**src/design/psp_pkg.sv**
```systemverilog
`timescale 1ns / 1ps
package psp_pkg;

  localparam int SUPPLY_BITS = 21;
  localparam logic [SUPPLY_BITS-1:0] VCC_NUMERATOR = 21'd1125300;
  localparam int FS_SHIFT = 10;
  localparam int FULL_SCALE = 1023;

  localparam int CFG_INDEX_BITS = 3;
  localparam int CFG_DATA_BITS = 16;

  typedef enum logic [CFG_INDEX_BITS-1:0] {
    CFG_THROTTLE_SLOPE,
    CFG_THROTTLE_OFFSET,
    CFG_BRAKE_DRIVE_THRESHOLD,
    CFG_BRAKE_MARGIN,
    CFG_PEDAL_MISMATCH_LIMIT,
    CFG_PEDAL_QUARTER_THRESHOLD,
    CFG_PEDAL_RATIO_NUM,
    CFG_PEDAL_RATIO_DEN
  } cfg_reg_t;

  localparam logic signed [11:0] RST_THROTTLE_SLOPE = 12'sd1;
  localparam logic signed [15:0] RST_THROTTLE_OFFSET = 16'sd0;
  localparam logic [15:0] RST_BRAKE_DRIVE_THRESHOLD = 16'd750;
  localparam logic [15:0] RST_BRAKE_MARGIN = 16'd500;
  localparam logic [15:0] RST_PEDAL_MISMATCH_LIMIT = 16'd500;
  localparam logic [15:0] RST_PEDAL_QUARTER_THRESHOLD = 16'd1250;
  localparam logic [7:0] RST_PEDAL_RATIO_NUM = 8'd1;
  localparam logic [7:0] RST_PEDAL_RATIO_DEN = 8'd1;

endpackage

```
**src/design/psp_recip_div.sv**
```systemverilog
`timescale 1ns / 1ps
module psp_recip_div
  import psp_pkg::*;
#(
  parameter int DEN_W = 10,
  parameter int SIDE_W = 1
) (
  input  logic                   clk,
  input  logic                   rst,
  input  logic                   en,
  input  logic                   in_valid,
  input  logic [DEN_W-1:0]       den,
  input  logic [SIDE_W-1:0]      side_in,
  output logic                   out_valid,
  output logic [SUPPLY_BITS-1:0] quot,
  output logic [SIDE_W-1:0]      side_out
);
  localparam int N = SUPPLY_BITS;

  logic              vld      [N];
  logic [DEN_W-1:0]  rem      [N];
  logic [DEN_W-1:0]  dv       [N];
  logic [N-1:0]      q        [N];
  logic [SIDE_W-1:0] sd       [N];
  logic              vld_next [N];
  logic [DEN_W-1:0]  rem_next [N];
  logic [DEN_W-1:0]  dv_next  [N];
  logic [N-1:0]      q_next   [N];
  logic [SIDE_W-1:0] sd_next  [N];

  // restoring division of the fixed dividend, one quotient bit per stage
  always_comb begin
    logic [DEN_W-1:0] prem;
    logic [DEN_W-1:0] pden;
    logic [N-1:0]     pq;
    logic [DEN_W:0]   trial;
    for (int k = 0; k < N; k++) begin
      if (k == 0) begin
        vld_next[k] = in_valid;
        prem = '0;
        pden = den;
        pq = '0;
        sd_next[k] = side_in;
      end else begin
        vld_next[k] = vld[k-1];
        prem = rem[k-1];
        pden = dv[k-1];
        pq = q[k-1];
        sd_next[k] = sd[k-1];
      end
      trial = {prem, VCC_NUMERATOR[N-1-k]};
      dv_next[k] = pden;
      if (trial >= {1'b0, pden}) begin
        rem_next[k] = trial[DEN_W-1:0] - pden;
        q_next[k] = {pq[N-2:0], 1'b1};
      end else begin
        rem_next[k] = trial[DEN_W-1:0];
        q_next[k] = {pq[N-2:0], 1'b0};
      end
    end
  end

  always_ff @(posedge clk) begin
    if (rst) begin
      for (int k = 0; k < N; k++) vld[k] <= 1'b0;
    end else if (en) begin
      for (int k = 0; k < N; k++) vld[k] <= vld_next[k];
    end
  end

  always_ff @(posedge clk) begin
    if (en) begin
      for (int k = 0; k < N; k++) begin
        rem[k] <= rem_next[k];
        dv[k] <= dv_next[k];
        q[k] <= q_next[k];
        sd[k] <= sd_next[k];
      end
    end
  end

  assign out_valid = vld[N-1];
  assign quot = q[N-1];
  assign side_out = sd[N-1];
endmodule

```
**config.mk**
```make
export PLATFORM = sky130hd
export DESIGN_NAME = psp_recip_div
export DESIGN_NICKNAME = d
export VERILOG_FILES = /design/src/design/psp_pkg.sv /design/src/design/psp_recip_div.sv
export SDC_FILE = /design/constraint.sdc
export NUM_CORES = 1
export LEC_CHECK = 0
export BUFFER_PORTS_ARGS = -buffer_cell sky130_fd_sc_hd__buf_2
export CELL_PAD_IN_SITES_DETAIL_PLACEMENT = 1
export CELL_PAD_IN_SITES_GLOBAL_PLACEMENT = 1
export CORE_MARGIN = 2
export CORE_UTILIZATION = 49
export DETAILED_ROUTE_END_ITERATION = 16
export GPL_ROUTABILITY_DRIVEN = 0
export PLACE_DENSITY = 0.8
export SLEW_MARGIN = 20
export SYNTH_ARGS = -nofsm -noshare
export SYNTH_HDL_FRONTEND = slang
export SYNTH_SLANG_ARGS = --single-unit
```
**constraint.sdc**
```tcl
create_clock -name clk -period 2.54 [get_ports clk]
set_input_delay 0.635 -clock clk [delete_from_list [all_inputs] [get_ports clk]]
set_output_delay 0.635 -clock clk [all_outputs]
set_load 0.01 [all_outputs]
```
==> impl_metrics.py <==
metrics = {
    "sta": {
        "grt_setup_unrepaired": "true",
        "max_freq_mhz": 360,
        "worst_pin_slew_ns": 0.561,
        "worst_slack_ns": -0.236,
        "finalSetupViolations": 19,
        "slew_headroom_pct": 62.6,
        "finalCritPeriodShare_pct": 109,
        "period_needed_ns": 2.78,
        "hold_violations": 0,
        "skew_ns": 0.0190,
        "slew_viol_final": 0,
    },
    "floorplanning": {
        "std_cell_rows": 92,
        "die_w_um": 255,
        "die_y_um": 255,
        "pin_count": 38,
        "coreArea_um2": 62700,
        "start_util_pct": 49.2,
        "die-area_um2": 65100,
    },
    "critical_path": {
        "worst_r2r_path_depth": 10,
        "r2r_start": "rem[3][20]",
        "critical_path_class": "flip-flop to flip-flop",
        "reg2reg_slack_ns": -0.24,
        "critPathMaxStageDelay_ns": 0.42,
        "crit_path_start": "rem[3][20]",
        "critPathLaunchType": "flip-flop",
        "worstPathArrival_ns": 3.14,
        "crit_fanout": 4,
        "worstPathRequired_ns": 2.91,
        "cp_cell_sequence": "inv_1 -> ha_2 -> inv_2 -> fa_2 -> a31o_4 -> a21oi_2 -> o21bai_1 -> a2111oi_4 -> buf_4 -> mux2_4",
        "cp_slowest_cell": "edfxtp_1",
        "cp-end-kind": "flip-flop",
        "reg2reg_to": "rem[3][32]",
    },
    "drt": {
        "drtIter0Drc": 1012,
        "drc": 0,
        "viasPerCell": 5.51,
        "wl_mm": 68.3,
        "ant_nets": 0,
        "wl_per_cell_um": 21.0,
        "drt_first_pass_iters": 5,
        "vias": 17897,
    },
    "yosys": {
        "ys_seq_area_share_pct": 65.4,
        "yosysTopAreaCell": "edfxtp_1",
        "synth_nets": 2348,
        "synth_seq_cells": 673,
        "synthTopCellsByArea": "edfxtp_1 65%, ha_1 7.7%, mux2_2 4.1%, inv_1 2.9%, a21oi_1 1.5%",
        "syn_avg_cell_area_um2": 14.5,
        "netlist_area_um2": 30900,
        "yosys.area.top_type_share_pct": 65.4,
        "synth-main-ff-cell": "edfxtp_1",
        "synth-async-reset-ratio_pct": 0,
        "synth_warnings": 0,
        "yosys.cell_types.count": 53,
        "synthCells": 2123,
        "synth_edf_count": 673,
    },
    "placement": {
        "port_buffers": 37,
        "postPlaceCellArea_um2": 32700,
        "hpwl_mm": 44.7,
        "place_ws_ns": -0.214,
    },
    "cts": {
        "holdBufCountCts": 0,
        "root_buffer": "clkbuf_16",
        "numCtsBuffers": 75,
        "cts_sinks": 673,
        "clockBufferDepth": 3,
        "clkSlewWorstSetupHoldPaths_ns": 0.06,
        "cts.htree.levels": 3,
        "clock_latency_ns": 0.62,
        "cts_tree": "yes",
    },
    "flow_run": {
        "cap_violations": 0,
    },
    "global_route": {
        "grt_max_degree": 103,
        "grt_pass1_vias": 19703,
        "grt_pass1_wl_mm": 105,
        "grt_antenna_before_repair": 0,
        "grtUsageTotal_pct": 20.6,
        "overflow": 0,
    },
    "final_layout": {
        "layout.nets": 2569,
        "drive_above_1_share_pct": 21.9,
        "final_cell_mix": "673 x edfxtp_1, 225 x inv_1, 179 x ha_1",
        "layout_commonest_cell": "edfxtp_1",
        "final_area_um2": 36000,
        "area_growth_pct": 16.5,
        "n_fill_cell": 5984,
        "antenna_cells": 0,
        "seq_area_um2": 20200,
        "multi_input_area_um2": 10100,
    },
    "min_path": {
        "hold_path.class": "input port to flip-flop",
        "min_to": "sd[0][0]",
        "hp-start": "side_in",
        "holdPathStages": 1,
    },
    "power": {
        "vdd_drop_max_mv": 0.662,
        "p_leak_nw": 14.1,
        "p_per_area_nw_per_um2": 1170,
        "power_w": 0.0423,
    },
    "run_status": {
        "status": "complete, but fails checks",
        "violations": "negative setup slack",
    },
}
-- worst max-delay path: cells and delay by family, from the launching register on --
kind                     cells  cell delay, ns
AO/OA/AOI/OAI                4            0.91
adder cells (fa/ha/maj)      2            0.53
flip-flops                   1            0.42
buffers and inverters        3            0.36
multiplexers                 1            0.30
-- metal layers --
metal / global-route usage (%) / share of wire, % / wire (um) / up-vias
met5: 0 / 0 / 0 / -
met4: 8.44 / 3.7 / 2550 / 0
met3: 3.58 / 3.5 / 2360 / 176
met2: 38.4 / 53 / 36200 / 407
met1: 23.3 / 40 / 27200 / 8985
li1: - / - / - / 8329
-- Yosys cell counts, types with 2 or more instances --
master	count
and3_1	5
o211a_1	2
nand2b_1	4
xor2_1	42
o21ai_2	9
a21oi_1	95
buf_4	22
clkbuf_1	4
nor3b_1	3
o21a_1	63
mux2_4	7
nor2b_1	32
o21ai_0	91
nand3_1	9
nand2_1	99
a31o_2	9
a21o_1	38
and2_1	33
a21boi_0	8
o32a_1	2
a41oi_1	5
o21ai_1	4
inv_1	237
o2111a_1	3
fa_1	19
a211o_1	23
o31a_1	13
a41o_1	10
nor3_1	22
mux2_2	112
nand4_1	13
o221a_2	2
mux2i_1	7
o21bai_1	28
ha_1	191
xnor2_1	54
buf_2	15
nor2_1	65
o31ai_1	17
edfxtp_1	673
a31oi_1	7
a2111oi_4	3
a211oi_1	12
or2_2	2
-- report_power, final --
group | switching (W) | internal (W) | leakage [nW]
clock network | 0.00438 | 0.00579 | 1.11
registers | 0.00134 | 0.0153 | 6.58
logic | 0.00805 | 0.00746 | 6.39
-- worst max path at each step --
stage / end / depth (start not counted)
after detailed placement: rem[1][9] / 10
final: rem[3][32] / 10
after floorplan: rem[1][2] / 9
after global routing: rem[3][39] / 12
after CTS: rem[1][2] / 10
after global placement: rem[2][4] / 8
-- area by class of cell --
type	instances	area share, %
clock buffers	96	5.44
flip-flops and latches	673	56.2
inverters	237	2.47
well taps	846	2.94
repair buffers	180	3.97
clock inverters	37	0.904
multi-input cells	1177	28.1
-- through the flow --
stage | std cells | utilization [%] | setup TNS, ns | hold WS [ns]
after floorplan | 2123 | - | 0 | 0.400
after global placement | 3061 | 52.1 | -1.04 | 0.400
after detailed placement | 3061 | 52.1 | -10.44 | 0.405
after CTS | 3224 | 56.7 | -0.783 | 0.151
after global routing | 3246 | 57.4 | -4.09 | 0.160
final | 3246 | 57.4 | -2.10 | 0.191
-- what timing repair did --
| action | 4_1_cts | 5_1_grt |
|---|---|---|
| pin swaps | 34 | 50 |
| endpoints found under the setup margin | 150 | 176 |
| buffers inserted | 26 | 22 |
| gates cloned | 5 | 4 |
| gates resized for setup | 107 | 68 |
-- registers in the layout, indices dropped and copies added, names as in the netlist --
register,cells
dv,200
rem,200
q,231
vld,21
sd,21
-- cell families after synthesis --
family	count (synthesis)	share of synthesized area, %
buffers and inverters	279	3.74
AOI/OAI and AO/OA	449	10.0
DFF	673	65.4
adders and majority gates	210	8.97
xor gates and xnor gates	96	2.72
muxes	126	4.65
and+or+nand+nor	290	4.44
No activity file was read; power rests on OpenSTA's default activity.
